File: src/sv/lrw_pkg.sv
// ============================================================================
// lrw_pkg
// Shared codes, widths and types of the letter reachability word checker.
// ============================================================================
package lrw_pkg;

    localparam int LETTER_W = 5;
    localparam int CMD_W    = 3;
    localparam int TDATA_W  = 16;
    localparam int TUSER_W  = 4;
    localparam int OUT_W    = 8;

    localparam logic [CMD_W-1:0] CMD_CLEAR  = 3'd0;
    localparam logic [CMD_W-1:0] CMD_EDGE   = 3'd1;
    localparam logic [CMD_W-1:0] CMD_CLOSE  = 3'd2;
    localparam logic [CMD_W-1:0] CMD_PAIR   = 3'd3;
    localparam logic [CMD_W-1:0] CMD_FINISH = 3'd4;

    localparam int OP_W = 3;
    localparam logic [OP_W-1:0] OP_NONE   = 3'd0;
    localparam logic [OP_W-1:0] OP_EDGE   = 3'd1;
    localparam logic [OP_W-1:0] OP_PAIR   = 3'd2;
    localparam logic [OP_W-1:0] OP_FINISH = 3'd3;
    localparam logic [OP_W-1:0] OP_VIA    = 3'd4;
    localparam logic [OP_W-1:0] OP_ROW    = 3'd5;

    typedef struct packed {
        logic busy;
        logic via;
    } close_req_t;

endpackage

File: src/sv/lrw_ram.sv
// ============================================================================
// lrw_ram
// Generic simple dual-port RAM: one write port, one registered read port.
// ============================================================================
module lrw_ram #(
    parameter int WIDTH = 26,
    parameter int DEPTH = 26
) (
    input  logic                     clk,
    input  logic                     we,
    input  logic [$clog2(DEPTH)-1:0] waddr,
    input  logic [WIDTH-1:0]         wdata,
    input  logic [$clog2(DEPTH)-1:0] raddr,
    output logic [WIDTH-1:0]         rdata
);

    logic [WIDTH-1:0] mem [DEPTH];

    always_ff @(posedge clk)
    begin
        if (we)
        begin
            mem[waddr] <= wdata;
        end
        rdata <= mem[raddr];
    end

endmodule

File: src/sv/lrw_close_seq.sv
// ============================================================================
// lrw_close_seq
// Closure sequencer: per intermediate letter, read its row, then sweep rows.
// ============================================================================
module lrw_close_seq
    import lrw_pkg::*;
#(
    parameter int NODES = 26
) (
    input  logic                     clk,
    input  logic                     rst_n,
    input  logic                     start,
    output close_req_t               req,
    output logic [$clog2(NODES)-1:0] rd_addr,
    output logic [$clog2(NODES)-1:0] k
);

    localparam int AW = $clog2(NODES);
    localparam int CW = $clog2(NODES + 1);

    logic          busy_reg, busy_next;
    logic [AW-1:0] k_reg, k_next;
    logic [CW-1:0] cnt_reg, cnt_next;

    always_comb
    begin
        busy_next = busy_reg;
        k_next    = k_reg;
        cnt_next  = cnt_reg;
        if (busy_reg)
        begin
            if (cnt_reg == CW'(NODES))
            begin
                cnt_next = '0;
                k_next   = k_reg + 1'b1;
                if (k_reg == AW'(NODES - 1))
                begin
                    busy_next = 1'b0;
                end
            end
            else
            begin
                cnt_next = cnt_reg + 1'b1;
            end
        end
        else if (start)
        begin
            busy_next = 1'b1;
            k_next    = '0;
            cnt_next  = '0;
        end
    end

    always_ff @(posedge clk or negedge rst_n)
    begin
        if (!rst_n)
        begin
            busy_reg <= 1'b0;
            k_reg    <= '0;
            cnt_reg  <= '0;
        end
        else
        begin
            busy_reg <= busy_next;
            k_reg    <= k_next;
            cnt_reg  <= cnt_next;
        end
    end

    assign req.busy = busy_reg;
    assign req.via  = (cnt_reg == '0);
    assign k        = k_reg;
    assign rd_addr  = (cnt_reg == '0) ? k_reg : AW'(cnt_reg - CW'(1));

endmodule

File: src/sv/letter_reachability_word_check_top.sv
// A final letter pair or finish gives its verdict through the s1 stage
// registers and then the output register. Input waits while such an item is
// in s1, while the output word is held by back-pressure and while closure runs,
// which does one row read a cycle on the single matrix RAM and writes rows back.
// Reset: matrix reads all zero through per-row valid bits, no clearing pass.
// ============================================================================
// letter_reachability_word_check_top
// Letter reachability matrix in RAM with edge add, Warshall closure and a
// word pair check that yields one verdict per word.
// ============================================================================
module letter_reachability_word_check_top
    import lrw_pkg::*;
#(
    parameter int NODES = 26
) (
    input  logic               clk,
    input  logic               rst_n,
    input  logic               s_axis_tvalid,
    output logic               s_axis_tready,
    input  logic [TDATA_W-1:0] s_axis_tdata,   // from_letter[4:0], to_letter[9:5], zero
    input  logic               s_axis_tlast,   // last_pair
    input  logic [TUSER_W-1:0] s_axis_tuser,   // cmd[2:0], lengths_differ[3]
    output logic               m_axis_tvalid,
    input  logic               m_axis_tready,
    output logic [OUT_W-1:0]   m_axis_tdata    // verdict[0], zero
);

    localparam int AW = $clog2(NODES);

    logic                accept;
    logic [CMD_W-1:0]    cmd;
    logic [LETTER_W-1:0] from_letter;
    logic [LETTER_W-1:0] to_letter;
    logic                from_ok;
    logic                to_ok;

    close_req_t          creq;
    logic [AW-1:0]       seq_addr;
    logic [AW-1:0]       seq_k;

    logic                re;
    logic [AW-1:0]       raddr;
    logic                we;
    logic [AW-1:0]       waddr;
    logic [NODES-1:0]    wdata;
    logic [NODES-1:0]    ram_rdata;
    logic [NODES-1:0]    row_q;

    logic [OP_W-1:0]     s1_op_reg, s1_op_next;
    logic [AW-1:0]       s1_addr_reg, s1_addr_next;
    logic [AW-1:0]       s1_bit_reg, s1_bit_next;
    logic                s1_last_reg, s1_last_next;
    logic                s1_differ_reg, s1_differ_next;
    logic                s1_eq_reg, s1_eq_next;
    logic                s1_hit_ok_reg, s1_hit_ok_next;
    logic                s1_vld_reg, s1_vld_next;
    logic                fwd_hit_reg, fwd_hit_next;
    logic [NODES-1:0]    fwd_data_reg;
    logic [NODES-1:0]    via_reg, via_next;
    logic [NODES-1:0]    valid_reg, valid_next;
    logic                word_ok_reg, word_ok_next;
    logic                out_valid_reg, out_valid_next;
    logic                out_verdict_reg, out_verdict_next;

    logic                s1_res;
    logic                s1_res_val;
    logic                pos_ok;

    assign cmd         = s_axis_tuser[CMD_W-1:0];
    assign from_letter = s_axis_tdata[LETTER_W-1:0];
    assign to_letter   = s_axis_tdata[2*LETTER_W-1:LETTER_W];
    assign from_ok     = (32'(from_letter) < NODES);
    assign to_ok       = (32'(to_letter) < NODES);

    assign s1_res = ((s1_op_reg == OP_PAIR) && s1_last_reg) || (s1_op_reg == OP_FINISH);

    assign s_axis_tready = !creq.busy && !s1_res && (!out_valid_reg || m_axis_tready);
    assign accept        = s_axis_tvalid && s_axis_tready;

    lrw_close_seq #(
        .NODES (NODES)
    ) u_seq (
        .clk     (clk),
        .rst_n   (rst_n),
        .start   (accept && (cmd == CMD_CLOSE)),
        .req     (creq),
        .rd_addr (seq_addr),
        .k       (seq_k)
    );

    lrw_ram #(
        .WIDTH (NODES),
        .DEPTH (NODES)
    ) u_ram (
        .clk   (clk),
        .we    (we),
        .waddr (waddr),
        .wdata (wdata),
        .raddr (raddr),
        .rdata (ram_rdata)
    );

    // issue stage
    always_comb
    begin
        re             = 1'b0;
        raddr          = AW'(from_letter);
        s1_op_next     = OP_NONE;
        s1_addr_next   = AW'(from_letter);
        s1_bit_next    = AW'(to_letter);
        s1_last_next   = s_axis_tlast;
        s1_differ_next = s_axis_tuser[CMD_W];
        s1_eq_next     = (from_letter == to_letter);
        s1_hit_ok_next = from_ok && to_ok;
        if (creq.busy)
        begin
            re           = 1'b1;
            raddr        = seq_addr;
            s1_addr_next = seq_addr;
            s1_bit_next  = seq_k;
            s1_op_next   = creq.via ? OP_VIA : OP_ROW;
        end
        else if (accept)
        begin
            case (cmd)
                CMD_EDGE:
                begin
                    if (from_ok && to_ok)
                    begin
                        re         = 1'b1;
                        s1_op_next = OP_EDGE;
                    end
                end
                CMD_PAIR:
                begin
                    re         = from_ok;
                    s1_op_next = OP_PAIR;
                end
                CMD_FINISH:
                begin
                    s1_op_next = OP_FINISH;
                end
                default:
                begin
                    s1_op_next = OP_NONE;
                end
            endcase
        end
    end

    // read-modify-write stage
    assign row_q  = fwd_hit_reg ? fwd_data_reg : (s1_vld_reg ? ram_rdata : '0);
    assign pos_ok = s1_eq_reg || (s1_hit_ok_reg && row_q[s1_bit_reg]);

    always_comb
    begin
        we               = 1'b0;
        waddr            = s1_addr_reg;
        wdata            = row_q | via_reg;
        via_next         = via_reg;
        word_ok_next     = word_ok_reg;
        s1_res_val       = 1'b0;
        case (s1_op_reg)
            OP_EDGE:
            begin
                we    = 1'b1;
                wdata = row_q | (NODES'(1) << s1_bit_reg);
            end
            OP_VIA:
            begin
                via_next = row_q;
            end
            OP_ROW:
            begin
                we = row_q[s1_bit_reg];
            end
            OP_PAIR:
            begin
                s1_res_val   = word_ok_reg && pos_ok;
                word_ok_next = s1_last_reg ? 1'b1 : (word_ok_reg && pos_ok);
            end
            OP_FINISH:
            begin
                s1_res_val   = !s1_differ_reg;
                word_ok_next = 1'b1;
            end
            default:
            begin
                we = 1'b0;
            end
        endcase

        valid_next = valid_reg;
        if (we)
        begin
            valid_next[waddr] = 1'b1;
        end
        if (accept && (cmd == CMD_CLEAR))
        begin
            valid_next = '0;
        end

        s1_vld_next  = valid_reg[raddr];
        fwd_hit_next = we && re && (waddr == raddr);

        out_valid_next   = out_valid_reg;
        out_verdict_next = out_verdict_reg;
        if (s1_res)
        begin
            out_valid_next   = 1'b1;
            out_verdict_next = s1_res_val;
        end
        else if (m_axis_tready)
        begin
            out_valid_next = 1'b0;
        end
    end

    always_ff @(posedge clk or negedge rst_n)
    begin
        if (!rst_n)
        begin
            s1_op_reg     <= OP_NONE;
            fwd_hit_reg   <= 1'b0;
            valid_reg     <= '0;
            word_ok_reg   <= 1'b1;
            out_valid_reg <= 1'b0;
        end
        else
        begin
            s1_op_reg     <= s1_op_next;
            fwd_hit_reg   <= fwd_hit_next;
            valid_reg     <= valid_next;
            word_ok_reg   <= word_ok_next;
            out_valid_reg <= out_valid_next;
        end
    end

    always_ff @(posedge clk)
    begin
        s1_addr_reg     <= s1_addr_next;
        s1_bit_reg      <= s1_bit_next;
        s1_last_reg     <= s1_last_next;
        s1_differ_reg   <= s1_differ_next;
        s1_eq_reg       <= s1_eq_next;
        s1_hit_ok_reg   <= s1_hit_ok_next;
        s1_vld_reg      <= s1_vld_next;
        fwd_data_reg    <= wdata;
        via_reg         <= via_next;
        out_verdict_reg <= out_verdict_next;
    end

    assign m_axis_tvalid = out_valid_reg;
    assign m_axis_tdata  = {{(OUT_W - 1){1'b0}}, out_verdict_reg};

`ifndef SYNTH
    a_busy_blocks_input: assert property (@(posedge clk) disable iff (!rst_n)
        creq.busy |-> !s_axis_tready)
        else $error("input taken during closure");

    a_result_reaches_output: assert property (@(posedge clk) disable iff (!rst_n)
        s1_res |=> m_axis_tvalid)
        else $error("result word lost before output register");

    a_write_in_matrix: assert property (@(posedge clk) disable iff (!rst_n)
        we |-> (32'(waddr) < NODES))
        else $error("matrix write outside rows");
`endif

endmodule
File: config.mk
export PLATFORM = sky130hd
export DESIGN_NAME = letter_reachability_word_check_top
export DESIGN_NICKNAME = d
export VERILOG_FILES = /design/src/sv/lrw_pkg.sv /design/src/sv/lrw_ram.sv /design/src/sv/lrw_close_seq.sv /design/src/sv/letter_reachability_word_check_top.sv
export SDC_FILE = /design/constraint.sdc
export NUM_CORES = 1
export LEC_CHECK = 0
export CORE_MARGIN = 3
export CORE_UTILIZATION = 50
export CTS_BUF_LIST = sky130_fd_sc_hd__clkbuf_8
export DETAILED_ROUTE_END_ITERATION = 10
export DONT_BUFFER_PORTS = 1
export SYNTH_ARGS = -nofsm -noshare
export SYNTH_HDL_FRONTEND = slang
export SYNTH_HIERARCHICAL = 1
export SYNTH_SLANG_ARGS = --single-unit
export TNS_END_PERCENT = 30
File: constraint.sdc
create_clock -name clk -period 6.4 [get_ports clk]
set_clock_uncertainty 0.05 [all_clocks]
set_input_delay 1.6 -clock clk [delete_from_list [all_inputs] [get_ports clk]]
set_output_delay 1.6 -clock clk [all_outputs]
set_load 0.02 [all_outputs]
==> results of run 1 <==
==> final cells by class <==
| cell class | instances | area (sq um) |
|---|---|---|
| fill | 4906 | 27730 |
| sequential | 813 | 23530 |
| multi-input combinational | 867 | 8325 |
| clock buffer | 141 | 1941 |
| tap | 846 | 1059 |
| clock inverter | 92 | 451.7 |
| timing repair buffer | 50 | 412.9 |
| inverter | 20 | 85.08 |
| antenna | 2 | 5.005 |
==> logic make-up after synthesis <==
family | after synthesis
xor gates and xnor gates | 14
other | 1
buffers and inverters | 129
muxes | 290
AOI/OAI and AO/OA | 257
and+or+nand+nor | 294
DFF | 813
adders and majority gates | 5
==> power by group <==
| part | total, W | leakage (nW) | switching (W) | internal [W] |
|---|---|---|---|---|
| clock | 0.00407 | 1.43 | 0.00196 | 0.00211 |
| sequential | 0.00792 | 7.49 | 0.000385 | 0.00753 |
| combinational | 0.00764 | 3.41 | 0.00473 | 0.00290 |
==> placed cells by master, fill, tap and decap left out, types with 5 or more instances in the layout <==
master	count
a21oi_1	10
a221o_1	19
a22o_1	39
a22oi_1	30
a31oi_1	7
and4b_1	6
buf_4	47
clkbuf_8	141
clkinv_1	15
clkinv_2	5
clkinvlp_4	6
conb_1	7
dfrtp_1	42
dfxtp_1	67
edfxtp_1	703
ha_1	5
inv_1	77
mux2_2	60
mux2i_1	122
mux4_1	32
mux4_2	74
nand2_1	145
nand2b_1	8
nand3_1	23
nand3b_1	14
nor2_1	15
nor2_2	5
nor2_4	26
nor2b_1	8
nor3_1	11
o2111ai_1	5
o211ai_1	10
o211ai_2	19
o21ai_0	40
o21ai_1	21
o311ai_1	26
xnor2_1	8
xor2_1	6
==> routing by layer <==
| layer | part of all wire | wire (um) |
|---|---|---|
| met5 | 0 | 0 |
| met4 | 0.024 | 1712 |
| met3 | 0.052 | 3758 |
| met2 | 0.48 | 34680 |
| met1 | 0.45 | 32510 |
==> critical path, stage by stage, from the launching register on <==
cell and delay, ns:
dfxtp_1 0.59, nor2b_4 0.51, a22oi_1 0.20, a221o_1 0.37
o311ai_4 0.36, a31oi_4 0.37, nor2_1 0.32, nand3b_1 0.48
nor2_4 1.02, buf_4 0.31
==> worst min path at each step <==
stage,from,to
floorplan,valid_reg[1]$_DFFE_PN0P_,valid_reg[1]$_DFFE_PN0P_
global placement,valid_reg[25]$_DFFE_PN0P_,valid_reg[25]$_DFFE_PN0P_
detailed placement,valid_reg[14]$_DFFE_PN0P_,valid_reg[14]$_DFFE_PN0P_
CTS,rst_n,valid_reg[25]$_DFFE_PN0P_
global route,rst_n,valid_reg[8]$_DFFE_PN0P_
finish,valid_reg[7]$_DFFE_PN0P_,valid_reg[7]$_DFFE_PN0P_
==> cells in the mapped netlist (all sizes together), types with 3 or more instances <==
| cell | instances | area (sq um) |
|---|---|---|
| nand3 | 23 | 115.1 |
| a211o | 3 | 26.28 |
| mux4 | 106 | 2507 |
| nand3b | 14 | 105.1 |
| edfxtp | 703 | 21110 |
| a221o | 19 | 190.2 |
| or3b | 3 | 26.28 |
| a31oi | 8 | 65.06 |
| dfrtp | 42 | 1051 |
| nor3 | 13 | 70.07 |
| o311ai | 27 | 254.0 |
| mux2 | 61 | 686.9 |
| a22o | 39 | 341.6 |
| buf | 65 | 463.0 |
| ha | 5 | 62.56 |
| o211ai | 29 | 312.8 |
| nand2 | 145 | 544.3 |
| nor2 | 46 | 182.7 |
| xnor2 | 8 | 70.07 |
| nand2b | 8 | 50.05 |
| and2 | 3 | 18.77 |
| mux2i | 123 | 1231 |
| clkbuf | 44 | 168.9 |
| and4b | 6 | 60.06 |
| dfxtp | 67 | 1341 |
| o21ai | 61 | 305.3 |
| a22oi | 31 | 237.7 |
| o2111ai | 6 | 58.80 |
| a221oi | 3 | 26.28 |
| inv | 20 | 75.07 |
| a21oi | 13 | 76.33 |
| o22ai | 4 | 25.02 |
| nor2b | 10 | 70.06 |
| xor2 | 6 | 52.55 |
| and3 | 3 | 18.77 |
| nor3b | 5 | 42.54 |
==> stage by stage <==
stage / total power [W] / util / std cells / hold WS (ns)
2_1_floorplan: 0.01342 / - / 1809 / 0.3992
3_3_place_gp: 0.01554 / 0.5258 / 2596 / 0.4130
3_5_place_dp: 0.01571 / 0.5258 / 2596 / 0.4228
4_1_cts: 0.01985 / 0.5635 / 2829 / 0.3866
5_1_grt: 0.02066 / 0.5635 / 2829 / 0.4133
6_report: 0.01963 / 0.5635 / 2831 / 0.4324
==> flow_metrics.tcl, run 1 <==
set metrics [dict create \
    async_flop_share 0.05289 \
    syn2layout_area_growth_pct 10.79 \
    critPathMaxFanout 28 \
    outcome "finished, final reports clean" \
    timing.critical_path.to "u_ram/mem[10][5]$_DFFE_PP_" \
    tightest_slew_ns 1.214 \
    yosysUniqueCellTypes 78 \
    post-dp-hpwl_um 40520 \
    core.rowCount 92 \
    die-area_sq_um 67720 \
    cts_tree "built" \
    cp_data_required_time_ns 6.80 \
    crit_path_start_kind "flip-flop" \
    cts.sinks 813 \
    syn_area_sq_um 32320 \
    vias 16710 \
    use_met2 0.3448 \
    setup_viol 0 \
    post_cts_buffers 0 \
    synth_compound_area_frac 0.06326 \
    min_path_cells 2 \
    rsz0062_at_grt "no" \
    avgSynthCellArea_sq_um 17.93 \
    yosysWarnings 6 \
    dpl_worst_slack_ns 1.461 \
    cts_root_buf "clkbuf_8" \
    clk_path_buf_depth 3 \
    grt_pass1_wl_um 108800 \
    wl_um 72660 \
    fin_nets 1914 \
    gp_congestion 0.8747 \
    wl_per_cell_um 25.67 \
    crit_start "s1_vld_reg$_DFF_P_" \
    hp-class "reg -> reg" \
    core_sq_um 63540 \
    irDropWorstVdd_v 0.0004777 \
    r2r_start "s1_vld_reg$_DFF_P_" \
    finalHoldViolations 0 \
    postCtsHoldBufs 0 \
    drtIter0Drc 1548 \
    crit_path_end_kind "flip-flop" \
    critPathKind "reg -> reg" \
    die_x_um 260.2 \
    tns_ns 0 \
    ctsResizeCount 0 \
    synthXorXnorAreaFrac 0.003794 \
    routed_via_density 5.902 \
    post-route-period-util 0.7715 \
    worstRegToRegCells 9 \
    p_leak_nw 12.33 \
    start_util 0.5086 \
    drc 0 \
    largest_reg_flops 676 \
    worst_slack_ns 1.462 \
    use_met1 0.3104 \
    synth_seq_area_share 0.7280 \
    regMostFlops "u_ram/mem" \
    finalCriticalPeriod_ns 4.938 \
    busiest_layer "met2" \
    finalMaxSlewViolations 0 \
    ant_nets 0 \
    synth_fa_ha_area_frac 0.001936 \
    regToRegSetupSlack_ns 1.46 \
    grtUsageTotal 0.2200 \
    cts_buffers 132 \
    synth_ff_type "edfxtp_1" \
    ys_seq_elements 813 \
    synth_edf_count 703 \
    fin_area_sq_um 35810 \
    cp_data_arrival_time_ns 5.34 \
    layout-drive-gt1-share 0.2103 \
    grt_max_degree 58 \
    slew_headroom 0.1842 \
    powerDensity_nw_per_um2 548.1 \
    ios 35 \
    grt_pass1_vias 17160 \
    firstDrtPassIters 5 \
    place_area_sq_um 33410 \
    grt_overflow_total 0 \
    path_clk_slew_ns 0.07 \
    max_freq_ghz 0.2025 \
    synth_top_family_by_area "multiplexers" \
    io_buffers 0 \
    synthCells 1803 \
    synth-simple-area-share 0.04409 \
    clock_latency_ns 0.78 \
    antenna_found_initial 2 \
    htreeDepth 4 \
    cap_violations 0 \
    r2r_end "u_ram/mem[10][5]$_DFFE_PP_" \
    synthMuxAreaShare 0.1369 \
    gr-usage-met3 0.04197 \
    fp.dieH_um 260.2 \
]
Note: power is estimated with default switching activity, not from simulation.
==> run 2, diff against run 1 <==
==> constraint.sdc (replaced) <==
create_clock -name clk -period 4.75 [get_ports clk]
set_clock_uncertainty 0.05 [all_clocks]
set_input_delay 1.1875 -clock clk [delete_from_list [all_inputs] [get_ports clk]]
set_output_delay 1.1875 -clock clk [all_outputs]
set_load 0.02 [all_outputs]
==> flow_metrics.tcl, run 2 (synthesis gave the netlist of run 1 again) <==
set metrics [dict create \
    outcome "finished, final reports clean" \
    irDropWorstVdd_v 0.0003711 \
    fp.dieH_um 260.2 \
    cp_data_required_time_ns 5.14 \
    die-area_sq_um 67720 \
    post-dp-hpwl_um 44050 \
    fin_nets 1947 \
    path_cells "nor2b_4 -> buf_4 -> a22o_1 -> o2111ai_1 -> a31oi_1 -> a31oi_4 -> nor2_1 -> or3b_2 -> nor2_4 -> buf_12" \
    clk_path_buf_depth 3 \
    ant_nets 0 \
    layout_common_cells "703 x edfxtp_1, 146 x clkbuf_8, 145 x nand2_1" \
    tightest_slew_ns 1.164 \
    critPathMaxFanout 18 \
    place_area_sq_um 33800 \
    cp_slowest_cell "or3b_2" \
    post_cts_buffers 0 \
    grtUsageTotal 0.2320 \
    r2r_start "fwd_hit_reg$_DFF_PN0_" \
    worstRegToRegCells 10 \
    die_x_um 260.2 \
    final_util 0.5716 \
    layout-drive-gt1-share 0.2279 \
    firstDrtPassIters 5 \
    hp-class "in -> async" \
    cts_buffers 135 \
    finalMaxSlewViolations 0 \
    io_buffers 0 \
    regMostFlops "u_ram/mem" \
    regToRegSetupSlack_ns 0.69 \
    grt_max_degree 47 \
    routed_via_density 5.933 \
    critPathKind "reg -> reg" \
    worst_hold_slack_ns 0.1969 \
    cp_data_arrival_time_ns 4.45 \
    grt_pass1_wl_um 113000 \
    start_util 0.5086 \
    p_leak_nw 12.56 \
    r2r_end "u_ram/mem[20][19]$_DFFE_PP_" \
    powerDensity_nw_per_um2 743.3 \
    cts_root_buf "clkbuf_8" \
    wl_per_cell_um 26.74 \
    cap_violations 0 \
    rsz0062_at_grt "no" \
    vias 17020 \
    drtIter0Drc 1728 \
    slowest_delay_ns 0.69 \
    antenna_found_initial 1 \
    finalHoldViolations 0 \
    grt_overflow_total 0 \
    mostFrequentLayoutCell "edfxtp_1" \
    htreeDepth 4 \
    slew_headroom 0.2178 \
    cts.sinks 813 \
    path_clk_slew_ns 0.06 \
    dpl_worst_slack_ns 0.8043 \
    clock_latency_ns 0.79 \
    finalCriticalPeriod_ns 4.059 \
    crit_path_end_kind "flip-flop" \
    n_fill_cell 4907 \
    ctsResizeCount 0 \
    syn2layout_area_growth_pct 12.38 \
    crit_path_start_kind "flip-flop" \
    gp_congestion 0.8895 \
    core.rowCount 92 \
    n_antenna_cell 0 \
    drc 0 \
    setup_viol 0 \
    max_freq_ghz 0.2464 \
    fin_area_sq_um 36320 \
    wl_um 76710 \
    tns_ns 0 \
    cts_tree "built" \
    ios 35 \
    worst_slack_ns 0.6911 \
    post-route-period-util 0.8545 \
    grt_pass1_vias 17310 \
    largest_reg_flops 676 \
    core_sq_um 63540 \
]
[run 2: cell types whose count changed in the layout (fill, tap and decap cells not counted), sizes merged]
cell      before  now
bufinv         2    1
clkinv        20   30
buf           50   80
diode          2    0
inv           84   82
clkinvlp       6    4
clkbuf       141  146
[run 2: layout make-up]
class                           instances  area, sq um  share of cell area
Timing Repair Buffer                   80        833.3             0.02294
Tap cell                              846         1059             0.02914
Inverter                               20        85.08            0.002342
Clock buffer                          146         2009             0.05532
Multi-Input combinational cell        867         8325              0.2292
Sequential cell                       813        23530              0.6478
Clock inverter                         97        481.7             0.01326
[run 2: routing by layer]
metal / GRT usage / part of all wire / up-vias
met2: 0.3584 / 0.47 / 591
met3: 0.05960 / 0.076 / 110
met5: 0 / 0 / -
met1: 0.3266 / 0.43 / 8830
li1: - / - / 7490
met4: 0.07185 / 0.023 / 0
[run 2: what timing repair did]
item | CTS | global route
setup endpoints to repair | 0 | 0
endpoints found under the hold margin | 42 | 0
hold buffers | 1 | 0
[run 2: worst max-delay path, delay by kind of cell (launching register included)]
kind                   cells  cell delay, ns
AND/OR/NAND/NOR            4            1.70
flip-flops                 1            0.44
AO/OA/AOI/OAI              4            0.94
buffers and inverters      2            0.53
[run 2: worst max-delay path by stage]
stage | start | to | depth (start not counted)
floorplan | fwd_hit_reg$_DFF_PN0_ | u_ram/mem[20][0]$_DFFE_PP_ | 12
global placement | fwd_hit_reg$_DFF_PN0_ | u_ram/mem[20][13]$_DFFE_PP_ | 10
detailed placement | fwd_hit_reg$_DFF_PN0_ | u_ram/mem[20][19]$_DFFE_PP_ | 10
CTS | fwd_hit_reg$_DFF_PN0_ | u_ram/mem[20][19]$_DFFE_PP_ | 10
global route | fwd_hit_reg$_DFF_PN0_ | u_ram/mem[20][19]$_DFFE_PP_ | 10
finish | fwd_hit_reg$_DFF_PN0_ | u_ram/mem[20][19]$_DFFE_PP_ | 10
[run 2: report_power, final]
part / total [W] / switching, W / internal (W)
clock network: 0.00564 / 0.00274 / 0.00291
registers: 0.0107 / 0.000524 / 0.0101
logic: 0.0107 / 0.00661 / 0.00407
[run 2: stage by stage]
step                instances  power (W)
global route             2869    0.02842
CTS                      2869    0.02725
floorplan                1809    0.01808
finish                   2869    0.02700
detailed placement       2625    0.02156
global placement         2625    0.02136
==> run 3, diff against run 2 <==
--- a/config.mk
+++ b/config.mk
@@ -10,6 +10,7 @@
 export CTS_BUF_LIST = sky130_fd_sc_hd__clkbuf_8
 export DETAILED_ROUTE_END_ITERATION = 10
 export DONT_BUFFER_PORTS = 1
+export MAX_ROUTING_LAYER = met4
 export SYNTH_ARGS = -nofsm -noshare
 export SYNTH_HDL_FRONTEND = slang
 export SYNTH_HIERARCHICAL = 1
==> flow_metrics.tcl, run 3 (synthesis gave the netlist of run 1 again) <==
set metrics [dict create \
    wl_um 77270 \
    worstRegToRegCells 11 \
    power_frac_comb 0.398 \
    place_area_sq_um 33830 \
    core.rowCount 92 \
    drc 0 \
    r2r_end "u_ram/mem[12][9]$_DFFE_PP_" \
    dpl_worst_slack_ns 0.7349 \
    post_cts_buffers 0 \
    ios 35 \
    swShare 0.3655 \
    cap_violations 0 \
    grt_pass1_vias 17490 \
    rsz0062_at_grt "no" \
    p_switching_w 0.009899 \
    critPathKind "reg -> reg" \
    r2r_start "s1_vld_reg$_DFF_P_" \
    max_freq_ghz 0.2409 \
    layout_common_cells "703 x edfxtp_1, 150 x clkbuf_8, 145 x nand2_1" \
    grtUsageTotal 0.2413 \
    pwr-share-seq 0.394 \
    grt_pass1_wl_um 114000 \
    cts_tree "built" \
    layout-drive-gt1-share 0.2275 \
    final_util 0.5725 \
    wl_per_cell_um 26.81 \
    ctsResizeCount 0 \
    grt_overflow_total 0 \
    cts_root_buf "clkbuf_8" \
    cp_data_required_time_ns 5.13 \
    fin_area_sq_um 36380 \
    io_buffers 0 \
    routed_via_density 5.973 \
    irDropWorstVdd_v 0.0004597 \
    fin_nets 1953 \
    finalCriticalPeriod_ns 4.152 \
    regMostFlops "u_ram/mem" \
    p_leak_nw 12.56 \
    finalMaxSlewViolations 0 \
    crit_path_start_kind "flip-flop" \
    clk_path_buf_depth 3 \
    critPathMaxFanout 19 \
    tightest_slew_ns 1.224 \
    gp_congestion 0.9042 \
    die_x_um 260.2 \
    mostFrequentLayoutCell "edfxtp_1" \
    crit_path_end_kind "flip-flop" \
    slew_headroom 0.1800 \
    hp-class "in -> async" \
    core_sq_um 63540 \
    finalHoldViolations 0 \
    vias 17210 \
    regToRegSetupSlack_ns 0.60 \
    cp_data_arrival_time_ns 4.53 \
    worst_slack_ns 0.5982 \
    fp.dieH_um 260.2 \
    clock_latency_ns 0.77 \
    ant_nets 0 \
    cts.sinks 813 \
    powerDensity_nw_per_um2 744.4 \
    htreeDepth 4 \
    grt_max_degree 53 \
    worst_hold_slack_ns 0.1963 \
    p_int_w 0.01718 \
    tns_ns 0 \
    setup_viol 0 \
    drtIter0Drc 1464 \
    post-route-period-util 0.8741 \
    clkPwrFrac 0.208 \
    post-dp-hpwl_um 44720 \
    path_clk_slew_ns 0.06 \
    antenna_found_initial 3 \
    cts_buffers 134 \
    firstDrtPassIters 5 \
    start_util 0.5086 \
    die-area_sq_um 67720 \
    largest_reg_flops 676 \
    outcome "finished, final reports clean" \
    syn2layout_area_growth_pct 12.56 \
]
==> run 3: stage by stage <==
stage,power (W),instances
5_1_grt,0.02847,2882
3_3_place_gp,0.02138,2630
2_1_floorplan,0.01808,1809
6_report,0.02708,2882
4_1_cts,0.02732,2877
3_5_place_dp,0.02162,2630
==> run 3: power groups by stage <==
stage	logic (W)	registers (W)	clock network [W]
3_3_place_gp	0.0106	0.0108	0
5_1_grt	0.0116	0.0108	0.00612
6_report	0.0108	0.0107	0.00564
3_5_place_dp	0.0108	0.0108	0
4_1_cts	0.0109	0.0107	0.00579
2_1_floorplan	0.00755	0.0105	0
==> run 3: per-layer routing <==
| layer | routed length, um | global-route usage | vias up |
|---|---|---|---|
| met2 | 36450 | 0.3634 | 563 |
| met3 | 5821 | 0.06057 | 136 |
| met4 | 2003 | 0.08408 | 0 |
| met5 | 0 | - | - |
| met1 | 32990 | 0.3231 | 8994 |
| li1 | - | - | 7520 |
==> run 3: worst max-delay path by stage <==
| stage | start | cells after the start | slack (ns) | endpoint |
|---|---|---|---|---|
| global route | s1_vld_reg$_DFF_P_ | 11 | 0.45 | u_ram/mem[12][9]$_DFFE_PP_ |
| CTS | s1_vld_reg$_DFF_P_ | 11 | 0.69 | u_ram/mem[20][7]$_DFFE_PP_ |
| detailed placement | u_seq/cnt_reg[0]$_DFFE_PN0P_ | 11 | 0.73 | u_ram/rdata[20]$_DFF_P_ |
| global placement | s1_vld_reg$_DFF_P_ | 11 | 0.77 | u_ram/mem[20][13]$_DFFE_PP_ |
| finish | s1_vld_reg$_DFF_P_ | 11 | 0.60 | u_ram/mem[12][9]$_DFFE_PP_ |
| floorplan | fwd_hit_reg$_DFF_PN0_ | 12 | 0.58 | u_ram/mem[20][0]$_DFFE_PP_ |
==> run 3: what timing repair did <==
item | 4_1_cts | 5_1_grt
setup endpoints to repair | 0 | 0
hold buffers | 3 | 0
hold endpoints to repair | 32 | 0
==> run 3: area by class of cell <==
type	count	area, sq um
clock buffers	150	2064
repair buffers	87	870.8
diodes	5	12.51
multi-input cells	867	8325
inverters	20	85.08
fillers	4886	27160
well taps	846	1059
clock inverters	94	432.9
flip-flops and latches	813	23530
==> run 3: critical path, cell delays in order, from the launching register on <==
cell and delay (ns):
dfxtp_1 0.31, buf_4 0.18, nor2b_4 0.41, buf_4 0.28, a22o_1 0.22, o2111ai_1 0.23
a31oi_1 0.35, a31oi_4 0.13, nor2_1 0.23, or3b_2 0.69, nor2_4 0.40, buf_12 0.28
